[src/sv/svpwm_pkg.sv]
// ---------------------------------------------------------------------------
// SVPWM timing package
// Shared widths, fixed-point coefficients and the queue item type.
// ---------------------------------------------------------------------------
package svpwm_pkg;

   localparam int VOLT_W = 16;
   localparam int TIME_W = 16;
   localparam int CMP_W  = 15;
   localparam int SEC_W  = 3;
   localparam int NUM_W  = 32;   // signed dwell numerator
   localparam int DIV_W  = 52;   // divider dividend / quotient width
   localparam int DSR_W  = 35;   // divider divisor width
   localparam int RADIX_BITS = 4;
   localparam int DIV_STEPS  = DIV_W / RADIX_BITS;
   localparam int CNT_W      = 4;
   localparam int T_W    = 35;   // signed dwell time
   localparam int ACC_W  = 40;   // compare arithmetic
   localparam int Q_SHIFT = 14;

   // Q2.14 coefficients
   localparam logic signed [NUM_W-1:0] Q_SQRT3        = 32'sd28377;
   localparam logic signed [NUM_W-1:0] Q_HALF_SQRT3   = 32'sd14189;
   localparam logic signed [NUM_W-1:0] Q_THREE_HALVES = 32'sd24576;

   localparam logic [CMP_W-1:0] CMP_MAX = 15'd32767;

   localparam logic [TIME_W-1:0] PERIOD_RESET = 16'd5000;

   // Sector codes A + 2B + 4C
   localparam logic [SEC_W-1:0] SEC_ZERO = 3'd0;
   localparam logic [SEC_W-1:0] SEC_1 = 3'd1;
   localparam logic [SEC_W-1:0] SEC_2 = 3'd2;
   localparam logic [SEC_W-1:0] SEC_3 = 3'd3;
   localparam logic [SEC_W-1:0] SEC_4 = 3'd4;
   localparam logic [SEC_W-1:0] SEC_5 = 3'd5;
   localparam logic [SEC_W-1:0] SEC_6 = 3'd6;
   localparam logic [SEC_W-1:0] SEC_ALL = 3'd7;

   // Classified request waiting for the back end
   typedef struct packed {
      logic [SEC_W-1:0]        sector;
      logic signed [NUM_W-1:0] num1;
      logic signed [NUM_W-1:0] num2;
      logic [VOLT_W-1:0]       bus;
   } svpwm_item_type;

endpackage

[src/sv/svpwm_queue.sv]
// ---------------------------------------------------------------------------
// SVPWM item queue
// Two-entry queue between the front and back ends.
// ---------------------------------------------------------------------------
module svpwm_queue import svpwm_pkg::*; (
   input  logic           clock,
   input  logic           reset,
   input  logic           push_valid,
   output logic           push_ready,
   input  svpwm_item_type push_item,
   output logic           pop_valid,
   input  logic           pop_ready,
   output svpwm_item_type pop_item
);

   svpwm_item_type mem_ff [2];
   logic           wr_ff, rd_ff;
   logic [1:0]     cnt_ff;
   logic           push, pop;

   assign push_ready = (cnt_ff != 2'd2);
   assign pop_valid  = (cnt_ff != 2'd0);
   assign push       = push_valid && push_ready;
   assign pop        = pop_valid && pop_ready;
   assign pop_item   = mem_ff[rd_ff];

   // advance pointers and count
   always_ff @(posedge clock) begin
      if (reset) begin
         wr_ff  <= 1'b0;
         rd_ff  <= 1'b0;
         cnt_ff <= 2'd0;
      end else begin
         if (push) wr_ff <= !wr_ff;
         if (pop)  rd_ff <= !rd_ff;
         cnt_ff <= cnt_ff + 2'(push) - 2'(pop);
      end
   end

   always_ff @(posedge clock) begin
      if (push) mem_ff[wr_ff] <= push_item;
   end

endmodule

[config.mk]
export PLATFORM = sky130hd
export DESIGN_NAME = svpwm_queue
export DESIGN_NICKNAME = d
export VERILOG_FILES = /design/src/sv/svpwm_pkg.sv /design/src/sv/svpwm_queue.sv
export SDC_FILE = /design/constraint.sdc
export NUM_CORES = 1
export LEC_CHECK = 0
export CORE_MARGIN = 4
export CORE_UTILIZATION = 40
export DETAILED_ROUTE_END_ITERATION = 10
export DONT_BUFFER_PORTS = 1
export GPL_TIMING_DRIVEN = 0
export HOLD_SLACK_MARGIN = 0.1
export PLACE_DENSITY = 0.6
export SETUP_SLACK_MARGIN = 0.02
export SKIP_CTS_REPAIR_TIMING = 1
export SYNTH_ARGS = -nofsm -noshare
export SYNTH_HDL_FRONTEND = slang
export SYNTH_SLANG_ARGS = --single-unit
[constraint.sdc]
create_clock -name clock -period 9.3 [get_ports clock]
set_clock_uncertainty 0.15 [all_clocks]
set_input_delay 2.325 -clock clock [delete_from_list [all_inputs] [get_ports clock]]
set_output_delay 2.325 -clock clock [all_outputs]
set_load 0.02 [all_outputs]
---- Word level (Yosys, flattened, before mapping) ----
Memory sizes are Yosys's and may differ from the RTL's. A register that Yosys moved wholly into a read port is not among the register bits.
Cells that the tools add are included.
word-level totals
  memories kept ........................... 1
  output and inout port bits .............. 85
  input bits .............................. 87
  flip-flop bits (word level) ............. 4
  RAM bits ................................ 166
operators by class
  reductions and logical operators ........ 5
  muxes and demuxes ....................... 4
  equal/unequal tests ..................... 1
  add/sub/neg operators ................... 2
memories
  name    depth  bits a word  rd ports  clocked after memory_dff  write ports  line               RTL
  mem_ff  2      83           1         1                         1            svpwm_queue.sv:16  svpwm_item_type mem_ff [2];
operators with widths
  cell                                  number
  two-way mux 1 bit                     4
  adder 2 x 1 -> 2 bit                  1
  logical AND 1 bit                     2
  logical NOT 1 bit                     2
  != test 2 bit, second input constant  1
  nonzero test 2 bit                    1
  subtractor 2 x 1 -> 2 bit             1

---- Longest topological paths before layout ----
  word-level depth ........................ 4
  gate-level depth with buffers ........... 6
  mapped depth without buffers ............ 6

---- Worst setup path after synthesis ----
No wires, ideal clock.
  path type ............................... input -> register
  start point ............................. input port push_valid
  end point ............................... memory mem_ff[1][0] in the netlist's numbering (enable)
  buffers on the path ..................... 0
  cell stages on the path ................. 1
  setup time .............................. 0.451 ns
  slack ................................... 4.391 ns
  arrival time ............................ 4.308 ns
  cells stage by stage .................... and3_1
between the ends
  cells in the longest elaborated chain, start to end .. 3
RTL lines
  element                                  line               RTL
  start, declared                          svpwm_queue.sv:8   input logic push_valid,
  logical AND 1 bit                        svpwm_queue.sv:23  assign push = push_valid && push_ready;
  two-way mux 1 bit                        svpwm_queue.sv:41  if (push) mem_ff[wr_ff] <= push_item;
  two-way mux 1 bit (not written as such)  svpwm_queue.sv:41
  end, declared                            svpwm_queue.sv:16
Every way passes these cells.

==> impl_results.md <==
* Ys Warns at 0
* Syn Area/Cell at 21.9 µm²
* Clock tree sinks at 171
* RSZ-0062 raised after global routing: no
* Clk pwr share at 0.340
* Pin count of the biggest net entering global routing at 49
* Non-Filler Instances at 530
* Max Cap Viol at 0
* Power density over the cells at 278 nW/µm²
* Die Y at 133 µm
* Final setup fails at 0
* Worst Setup End Kind: primary output
* Antenna-violating nets left at 0
* CP Launch Type: flip-flop
* Syn_nets at 375
* Row count at 45
* Die area at 17800 µm²
* Worst Hold Class: reg2reg
* First-pass GRT wire length at 15900 µm
* Post-Syn Area at 6280 µm²
* Slew Viols, Final at 0
* Critical path's slowest cell: mux2_1
* Initial core utilization at 0.410
* #FFs+latches synth at 171
* Max VDD drop at 0.123 mV
* Root buf cell: clkbuf_16
* TritonCTS clock tree: done
* Final #Nets at 396
* DR iter-0 viols at 108
* Fin. Hold Viols at 0
* H-tree depth at 4
* DR vias at 2571
* Clk slew on worst S/H paths at 0.06 ns
* Leakage Power at 2.34 nW
* Crit-path cells: buf_4, buf_6, mux2_1
* Initial antenna violation count at 0
* Status: finished, final reports clean
* Worst Path Max Fanout at 10
* Port buffer count at 0
* Placed insts at 500
* Core Area at 15300 µm²
* Layout cell share with drive strength beyond 1 at 0.125
* Antenna diode count at 0
* Vias per Instance at 4.85
* Remaining Overflow, GRT at 0
* Worst-Skew Late Latency at 0.41 ns
* Arrival time at the worst endpoint at 1.61 ns
* Period minus WS final at 4.08 ns
* Crit path kind: reg2out
* Clock Tree Buf Depth at 2
* Switching share of power at 0.267
* Fill count at 1307
* Gpl congestion at 0.656
* Drc violations at 0
* Measured slew at the worst slew-check pin at 0.577 ns
* Maximum clock rate at 0.245 GHz
* NetSw at 0.532 mW
* Final period util at 0.439
* Internal at 1.46 mW
* Total detailed-routing wirelength at 10400 µm
* Drt wl/cell at 19.6 µm
* Die Width at 133 µm
* Sequential power share at 0.478
* Total Routing Usage GR at 0.120
* Required @ worst endpoint at 6.83 ns
* Worst R2R Setup Slack at 7.04 ns
* Highest cell delay on the worst timing path at 0.45 ns
* Sequential element share of the synthesized area at 0.810
* CTS buffer count at 17
* Relative slew slack at 0.615
* IO Pins at 172
* Setup TNS at 0 ns
* Netlist cell types at 25
* Vias in the first global route at 2792
* Combinational share of power at 0.182
* Detail Placement HPWL at 6850 µm
* First-pass DRT Iterations at 4
* Area Overhead vs Synth at 14.1%
* Cell count after synthesis at 287
## critical path: cells and delay by family, from the launching register on
kind	cells	cell delay (ns)
muxes	1	0.45
buffers and inverters	2	0.42
DFF	1	0.32
## cell families (layout without fill, tap and decap cells)
family                     count (synthesis)  after routing  synth area share
muxes                                     83             83             0.149
adders and majority gates                  1              1           0.00199
and+or+nand+nor                           15             15            0.0155
buffers and inverters                     10             42            0.0151
AOI/OAI and AO/OA                          6              6           0.00697
DFF                                      171            171             0.810
xor gates and xnor gates                   1              1           0.00140
## cells in the mapped netlist
library cell  count  area [µm²]
nor2_1            4        15.0
o21ai_0           1        5.00
dfxtp_1           5         100
o31a_1            1        8.76
and3_1            2        12.5
buf_4             1        7.51
mux2_1           83         935
nand3b_1          1        7.51
a21bo_1           1        10.0
a21oi_1           1        5.00
edfxtp_1        166        4980
nor4_1            1        6.26
nor3_2            1        10.0
inv_1             1        3.75
or2_1             1        6.26
nor4bb_2          1        16.3
o21ba_1           1        10.0
nand3_1           1        5.00
nand2b_1          1        6.26
ha_1              1        12.5
o21ai_1           1        5.00
nor2b_1           2        12.5
xor2_1            1        8.76
buf_2             1        5.00
buf_6             7        78.8
## layout make-up
class                           instances  area [µm²]  area share
Sequential cell                       171        5080       0.710
Multi-Input combinational cell        106        1100       0.154
Clock buffer                           22         444      0.0620
Tap cell                              211         264      0.0369
Clock inverter                          8         121      0.0169
Buffer                                  9        91.3      0.0128
Timing Repair Buffer                    2        47.5     0.00664
Inverter                                1        6.26    0.000874
## worst paths after layout
check             cells past startpoint            startpoint                 endpoint
setup / recovery                      3             flip-flop             pop_item[31]
hold / removal                        2    rd_ff$_SDFFE_PP0P_       rd_ff$_SDFFE_PP0P_
setup reg to reg                      4  cnt_ff[0]$_SDFF_PP0_  mem_ff[0][39]$_DFFE_PP_
hold reg to reg                       2    rd_ff$_SDFFE_PP0P_       rd_ff$_SDFFE_PP0P_
## flip-flops by register name, indices dropped and copies added, names as in the netlist, named ones only
register	count
cnt_ff	2
mem_ff	166
rd_ff	1
wr_ff	1
## routing by layer
layer  global-route usage  vias to the layer above  share of wire  routed length (µm)
li1                     -                     1175              -                   -
met1                0.131                     1283           0.37                3830
met2                0.187                      106           0.50                5150
met3               0.0752                        7           0.12                1250
met4               0.0526                        0          0.014                 141
met5                    0                        -              0                   0
## placed cells by master, fill, tap and decap left out, types with 2 or more instances in the layout
cell / Yosys / final
mux2_1: 83 / 83
buf_6: 7 / 7
clkbuf_1: 0 / 5
clkbuf_16: 0 / 17
edfxtp_1: 166 / 166
nor2_1: 4 / 4
nor2b_1: 2 / 2
dfxtp_1: 5 / 5
bufinv_16: 0 / 3
clkinv_2: 0 / 3
## through the flow
stage / util / area, µm² / setup slack [ns] / power, mW / hold slack [ns]
final: 0.468 / 7160 / 5.22 / 1.99 / 0.358
after floorplan: - / 6280 / 4.39 / 1.27 / 0.322
after global routing: 0.468 / 7160 / 5.11 / 2.08 / 0.422
after CTS: 0.468 / 7160 / 5.16 / 2.02 / 0.370
after global placement: 0.427 / 6540 / 3.38 / 1.34 / 0.336
after detailed placement: 0.431 / 6600 / 5.51 / 1.34 / 0.343
## power groups by stage
stage          logic, mW  clock network [mW]  registers [mW]
3_5_place_dp       0.371                   0           0.969
4_1_cts            0.373               0.697           0.953
5_1_grt            0.389               0.732           0.961
6_report           0.362               0.678           0.953
3_3_place_gp       0.362                   0           0.976
2_1_floorplan      0.304                   0           0.969
Power figures use the tool's default switching activity.
