`src/sv/svpwm_pkg.sv`:
```
// ---------------------------------------------------------------------------
// SVPWM timing package
// Shared widths, fixed-point coefficients and the queue item type.
// ---------------------------------------------------------------------------
package svpwm_pkg;

   localparam int VOLT_W = 16;
   localparam int TIME_W = 16;
   localparam int CMP_W  = 15;
   localparam int SEC_W  = 3;
   localparam int NUM_W  = 32;   // signed dwell numerator
   localparam int DIV_W  = 52;   // divider dividend / quotient width
   localparam int DSR_W  = 35;   // divider divisor width
   localparam int RADIX_BITS = 4;
   localparam int DIV_STEPS  = DIV_W / RADIX_BITS;
   localparam int CNT_W      = 4;
   localparam int T_W    = 35;   // signed dwell time
   localparam int ACC_W  = 40;   // compare arithmetic
   localparam int Q_SHIFT = 14;

   // Q2.14 coefficients
   localparam logic signed [NUM_W-1:0] Q_SQRT3        = 32'sd28377;
   localparam logic signed [NUM_W-1:0] Q_HALF_SQRT3   = 32'sd14189;
   localparam logic signed [NUM_W-1:0] Q_THREE_HALVES = 32'sd24576;

   localparam logic [CMP_W-1:0] CMP_MAX = 15'd32767;

   localparam logic [TIME_W-1:0] PERIOD_RESET = 16'd5000;

   // Sector codes A + 2B + 4C
   localparam logic [SEC_W-1:0] SEC_ZERO = 3'd0;
   localparam logic [SEC_W-1:0] SEC_1 = 3'd1;
   localparam logic [SEC_W-1:0] SEC_2 = 3'd2;
   localparam logic [SEC_W-1:0] SEC_3 = 3'd3;
   localparam logic [SEC_W-1:0] SEC_4 = 3'd4;
   localparam logic [SEC_W-1:0] SEC_5 = 3'd5;
   localparam logic [SEC_W-1:0] SEC_6 = 3'd6;
   localparam logic [SEC_W-1:0] SEC_ALL = 3'd7;

   // Classified request waiting for the back end
   typedef struct packed {
      logic [SEC_W-1:0]        sector;
      logic signed [NUM_W-1:0] num1;
      logic signed [NUM_W-1:0] num2;
      logic [VOLT_W-1:0]       bus;
   } svpwm_item_type;

endpackage

```
`src/sv/svpwm_front.sv`:
```
// ---------------------------------------------------------------------------
// SVPWM front end
// Accepts requests, forms the Q2.14 products, finds the sector and picks
// the signed numerators of the two active dwell times.
// ---------------------------------------------------------------------------
module svpwm_front import svpwm_pkg::*; (
   input  logic                       clock,
   input  logic                       reset,
   input  logic                       in_valid,
   output logic                       in_ready,
   input  logic signed [VOLT_W-1:0]   in_alpha,
   input  logic signed [VOLT_W-1:0]   in_beta,
   input  logic [VOLT_W-1:0]          in_bus,
   output logic                       push_valid,
   input  logic                       push_ready,
   output svpwm_item_type             push_item
);

   logic                    vld_ff;
   logic signed [NUM_W-1:0] pa_ff, pb_ff, qa_ff, qb_ff, bq_ff;
   logic [VOLT_W-1:0]       bus_ff;
   logic signed [NUM_W-1:0] a32, b32;
   logic signed [NUM_W:0]   sb_val, sc_val;
   logic signed [NUM_W-1:0] nx, ny, nz;
   logic [SEC_W-1:0]        sec;
   logic                    take;

   assign a32 = NUM_W'(in_alpha);
   assign b32 = NUM_W'(in_beta);

   assign push_valid = vld_ff;
   assign take       = in_valid && in_ready;
   assign in_ready   = !vld_ff || push_ready;

   // hold the product stage
   always_ff @(posedge clock) begin
      if (reset) begin
         vld_ff <= 1'b0;
      end else if (in_ready) begin
         vld_ff <= in_valid;
      end
   end

   always_ff @(posedge clock) begin
      if (take) begin
         pa_ff  <= a32 * Q_SQRT3;
         pb_ff  <= b32 * Q_SQRT3;
         qa_ff  <= a32 * Q_THREE_HALVES;
         qb_ff  <= b32 * Q_HALF_SQRT3;
         bq_ff  <= b32 <<< Q_SHIFT;
         bus_ff <= in_bus;
      end
   end

   // sign tests and dwell numerators
   always_comb begin
      sb_val = (NUM_W+1)'(pa_ff) - (NUM_W+1)'(bq_ff);
      sc_val = (NUM_W+1)'(pa_ff) + (NUM_W+1)'(bq_ff);
      sec = {sc_val < 0, sb_val > 0, bq_ff > 0};
      nx  = pb_ff;
      ny  = qa_ff + qb_ff;
      nz  = qb_ff - qa_ff;
      push_item.sector = sec;
      push_item.bus    = bus_ff;
      unique case (sec)
         SEC_1: begin push_item.num1 = nz;  push_item.num2 = ny;  end
         SEC_2: begin push_item.num1 = ny;  push_item.num2 = -nx; end
         SEC_3: begin push_item.num1 = -nz; push_item.num2 = nx;  end
         SEC_4: begin push_item.num1 = -nx; push_item.num2 = nz;  end
         SEC_5: begin push_item.num1 = nx;  push_item.num2 = -ny; end
         SEC_6: begin push_item.num1 = -ny; push_item.num2 = -nz; end
         default: begin push_item.num1 = '0; push_item.num2 = '0; end
      endcase
   end

endmodule

```
`config.mk`:
```
export PLATFORM = sky130hd
export DESIGN_NAME = svpwm_front
export DESIGN_NICKNAME = d
export VERILOG_FILES = /design/src/sv/svpwm_pkg.sv /design/src/sv/svpwm_front.sv
export SDC_FILE = /design/constraint.sdc
export NUM_CORES = 1
export LEC_CHECK = 0
export BUFFER_PORTS_ARGS = -buffer_cell sky130_fd_sc_hd__clkbuf_2
export CORE_MARGIN = 2
export CORE_UTILIZATION = 45
export CTS_CLUSTER_SIZE = 12
export DETAILED_ROUTE_END_ITERATION = 16
export GPL_ROUTABILITY_DRIVEN = 0
export PLACE_DENSITY = 0.58
export SYNTH_ARGS = -nofsm -noshare
export SYNTH_HDL_FRONTEND = slang
export SYNTH_SLANG_ARGS = --single-unit
```
`constraint.sdc`:
```
create_clock -name clock -period 17.3 [get_ports clock]
set_input_delay 2.595 -clock clock [delete_from_list [all_inputs] [get_ports clock]]
set_output_delay 2.595 -clock clock [all_outputs]
set_load 0.05 [all_outputs]
```
Word-level counts from Yosys, hierarchy flattened
Index checks and enable logic that the tools add are counted.
Operators by class
  equality and inequality tests: 6
  $mul: 4
  magnitude comparators: 3
  add/sub/neg operators: 7
  reductions and logical operators: 3
  muxes and demuxes: 1
Operator list (count)
  $pmux W64 S6: 1
  $neg A32 Y32: 3
  $mul A16 B16 Y32 const B: 2
  $add A32 B30 Y33: 1
  $gt A33 B1 Y1 const B: 1
  $lt A33 B1 Y1 const B: 1
  $sub A32 B30 Y33: 1
  $add A32 B32 Y32: 1
  $sub A32 B32 Y32: 1
  $mul A16 B15 Y31 const B: 1
  $gt A30 B1 Y1 const B: 1
  $mul A16 B3 Y19 const B: 1
  $eq A3 B3 Y1 const B: 3
  $eq A3 B2 Y1 const B: 2
  $eq A3 B1 Y1 const B: 1
  $logic_and A1 B1 Y1: 1
  $logic_not A1 Y1: 1
  $logic_or A1 B1 Y1: 1
Storage, ports and cells
  input bits: 52
  logic and storage cells: 31
  register bits: 148
  output and inout bits: 85

Longest topological paths before layout
  word-level depth: 4
  depth in mapped cells: 24

Worst setup path before layout
Ideal clock, no wire load.
  path type: input to register
  from: in in_beta[5]
  to: reg pb_ff[30], in the netlist nx[30] (data pin)
  buffers on the path: 0
  required time: 17.036 ns
  library setup time: 0.264 ns
  arrival: 7.975 ns
  slack: 9.062 ns
  cell stages on the path: 24
  cells stage by stage: ha_1 -> inv_1 -> fa_1 -> inv_1 -> fa_1 -> inv_1 -> fa_1 -> inv_1 -> fa_1 -> inv_1 -> fa_1 -> inv_1 -> ha_1 -> and3_1 -> a221o_1 -> a21oi_1 -> nor2_1 -> a31o_2 -> o221ai_1 -> o31ai_1 -> nor3_1 -> nor2_1 -> a221oi_1 -> xnor2_1
Between the ends
  word-level cells in the longest chain between the ends: 1
Ends and longest elaborated chain
  start: declaration: RTL line svpwm_front.sv:12  | input logic signed [VOLT_W-1:0] in_beta,
  $mul A16 B16 Y32: RTL line svpwm_front.sv:47  | pb_ff <= b32 * Q_SQRT3;
  end signal: assignment: RTL line svpwm_front.sv:47
  end: declaration: RTL line svpwm_front.sv:20  | logic signed [NUM_W-1:0] pa_ff, pb_ff, qa_ff, qb_ff, bq_ff;
Every way passes these cells.
A chain may end at the register's enable or synchronous reset.

==> results.ini <==
[logic_synthesis]
synth.most_common_cell=inv_1
yosysSeqAreaShare_pct=15.4
ys_ff_latch=141
ys_dominant_reg_cell=edfxtp_1
synth_edf_count=140
postSynthNetCount=3788
synthArstFlopShare_pct=0
avgSynthCellArea_um2=9.04
syn_area_mm2=0.0275
synth_top_area_share_pct=23.1
netlist_instances=3038
synth_top_area_cell=fa_1
yosysUniqueCellTypes=99
synth.area.top_cells=fa_1, ha_1, edfxtp_1
ys_warn_count=0
synthTopCellsByCount=inv_1, ha_1, fa_1, a21oi_1, nor2_1

[critical_path]
cp-end-kind=output pin
setup.worst_path.start_class=flip-flop
cp.arrival_ps=6950
crit_type=reg -> out
cp-startpoint=nx[2]
critical_path_required_ps=14700
path_cells=inv_1 > ha_1 > o21ai_0 > a2111oi_0 > nor2_1 > a221oi_1 > o21ai_0 > a21oi_1 > nand4_2 > nand2_2 > buf_4 > nand2_1 > nor3_1 > a311o_1 > clkbuf_2
max_stage_delay_ps=860
critical_path_peak_fanout=68
reg2reg_from=push_valid
cpMostUsedCell=o21ai_0
cp_slowest_cell=a2111oi_0

[clocking]
clock-sinks=141
path_clk_slew_ps=70
cts_buffers=17
clock_latency_ps=480
cts_setup_buffers=0
cts_resized=0
tritoncts=done
cts.path.max_buffers=2
cts_max_level=4
cts_root_buffer=clkbuf_16
postCtsHoldBufs=0

[cells_and_area]
nets=3876
drive_gt1_share_pct=7.49
antenna_cells=0
layout-area-overhead-vs-synth_pct=7.20
fillers=5791
final-seq-area_mm2=0.00422
post-route-util_pct=48.8
multi_input_area_mm2=0.0203

[timing]
drv_slew=0
finalWorstPathRequiredPeriod_ps=9550
period_share_pct=55.2
setup-tns-final_ps=0
skew_ps=9.12
setup_ws_ps=7750
hold_violations=0
rsz0062_at_grt=no
max_freq_mhz=105
slew-limit-headroom_pct=27.5
tightest_slew_ps=1090
finalSetupViolCount=0

[routing]
drt_iter0_markers=1834
num_vias=22285
detail_route.wl_per_cell_um=20.6
vias_per_cell=5.68
postRouteAntennaNets=0
firstDrtPassIters=6
routed_wl_mm=80.6
drcViolationCount=0

[placement]
io_buffers=136
pre_cts_ws_ps=8320
dpl.hpwl_mm=67.1

[global_routing]
overflow=0
grt_usage_pct=26.0
first_global_vias=22225
grt_max_degree=76
antenna_found_initial=1
grt_pass1_wl_mm=127

[run]
max-cap-violations=0

[floorplan]
ioPinCount=137
initial_utilization_pct=45.5
die_y_um=251
die-area_mm2=0.0630
die_w_um=251
coreArea_mm2=0.0604
rows=90

[status]
outcome=finished clean

[hold_path]
hp-start=push_valid
hp-class=reg -> reg

flip-flops by register name, indices dropped and copies added, names as in the netlist:
register,count
push_valid,1
pa_ff,32
bq_ff,13
bus_ff,16
nx,32
qb_ff,29
qa_ff,18
cells in the final DEF, fill, tap and decap left out, drive strengths merged, types with 7 or more instances in the layout:
master | synthesis | routed
a31oi | 25 | 25
a21oi | 176 | 176
a2111oi | 10 | 10
nand4 | 18 | 18
buf | 35 | 17
nor4 | 27 | 27
nand2 | 139 | 139
a21o | 45 | 45
or3 | 29 | 29
o31a | 7 | 7
and2 | 12 | 12
nand2b | 31 | 31
and3 | 38 | 38
xnor2 | 133 | 133
o31ai | 13 | 13
inv | 663 | 670
a221oi | 42 | 42
fa | 317 | 317
o21a | 13 | 13
xor2 | 80 | 80
or2 | 15 | 15
ha | 381 | 381
nand3 | 48 | 48
o21bai | 22 | 22
or4 | 9 | 9
nor2 | 156 | 156
nor2b | 19 | 19
o221ai | 23 | 23
nor3 | 55 | 55
nor3b | 7 | 7
a22oi | 10 | 10
a211oi | 17 | 17
edfxtp | 140 | 140
o21ai | 116 | 116
o211ai | 15 | 15
clkbuf | 49 | 155
final cells by class:
cell class | count | area share, %
inverters | 665 | 8.48
flip-flops and latches | 141 | 14.3
clock buffers | 19 | 1.47
well taps | 782 | 3.32
multi-input cells | 2148 | 69.1
repair buffers | 153 | 2.75
clock inverters | 13 | 0.527
path summary, 6_finish.rpt:
check	endpoint	slack (ps)	cells after the start
worst max register to register	qb_ff[9]	14670	3
worst min register to register	push_valid	540	2
worst max-delay path	push_item[79]	7750	15
worst min-delay path	push_valid	540	2
layer usage:
metal / GRT usage [%] / part of all wire (%) / vias to the layer above
li1: - / - / 10379
met3: 2.90 / 6.1 / 135
met4: 8.55 / 3.0 / 0
met1: 37.2 / 46 / 10946
met5: 0 / 0 / -
met2: 41.3 / 45 / 825
cell families after synthesis:
kind of cell	Yosys count	share of synthesized area (%)
flip-flops	141	15.4
buffers and inverters	749	10.6
AND/OR/NAND/NOR	624	11.5
XOR/XNOR	213	6.79
multiplexers	9	0.342
AO/OA/AOI/OAI	604	14.9
adder cells (fa/ha/maj)	698	40.5
metrics by stage:
stage / hold WS, ps / instances / instance area (um2)
after global placement: 506 / 3889 / 28800
after global routing: 587 / 3921 / 29400
after CTS: 532 / 3921 / 29400
after detailed placement: 519 / 3889 / 28800
after floorplan: 1110 / 3038 / 27500
final: 539 / 3921 / 29400
worst max-delay path: cells and delay by family, from the launching register on:
kind	cells	cell delay [ps]
buffers and inverters	3	1360
AO/OA/AOI/OAI	6	2210
flip-flops	1	690
adder cells (fa/ha/maj)	1	430
AND/OR/NAND/NOR	5	1710
Power is not shown: default switching activity piles up to over one toggle a cycle in this logic, so the estimate is an artifact.
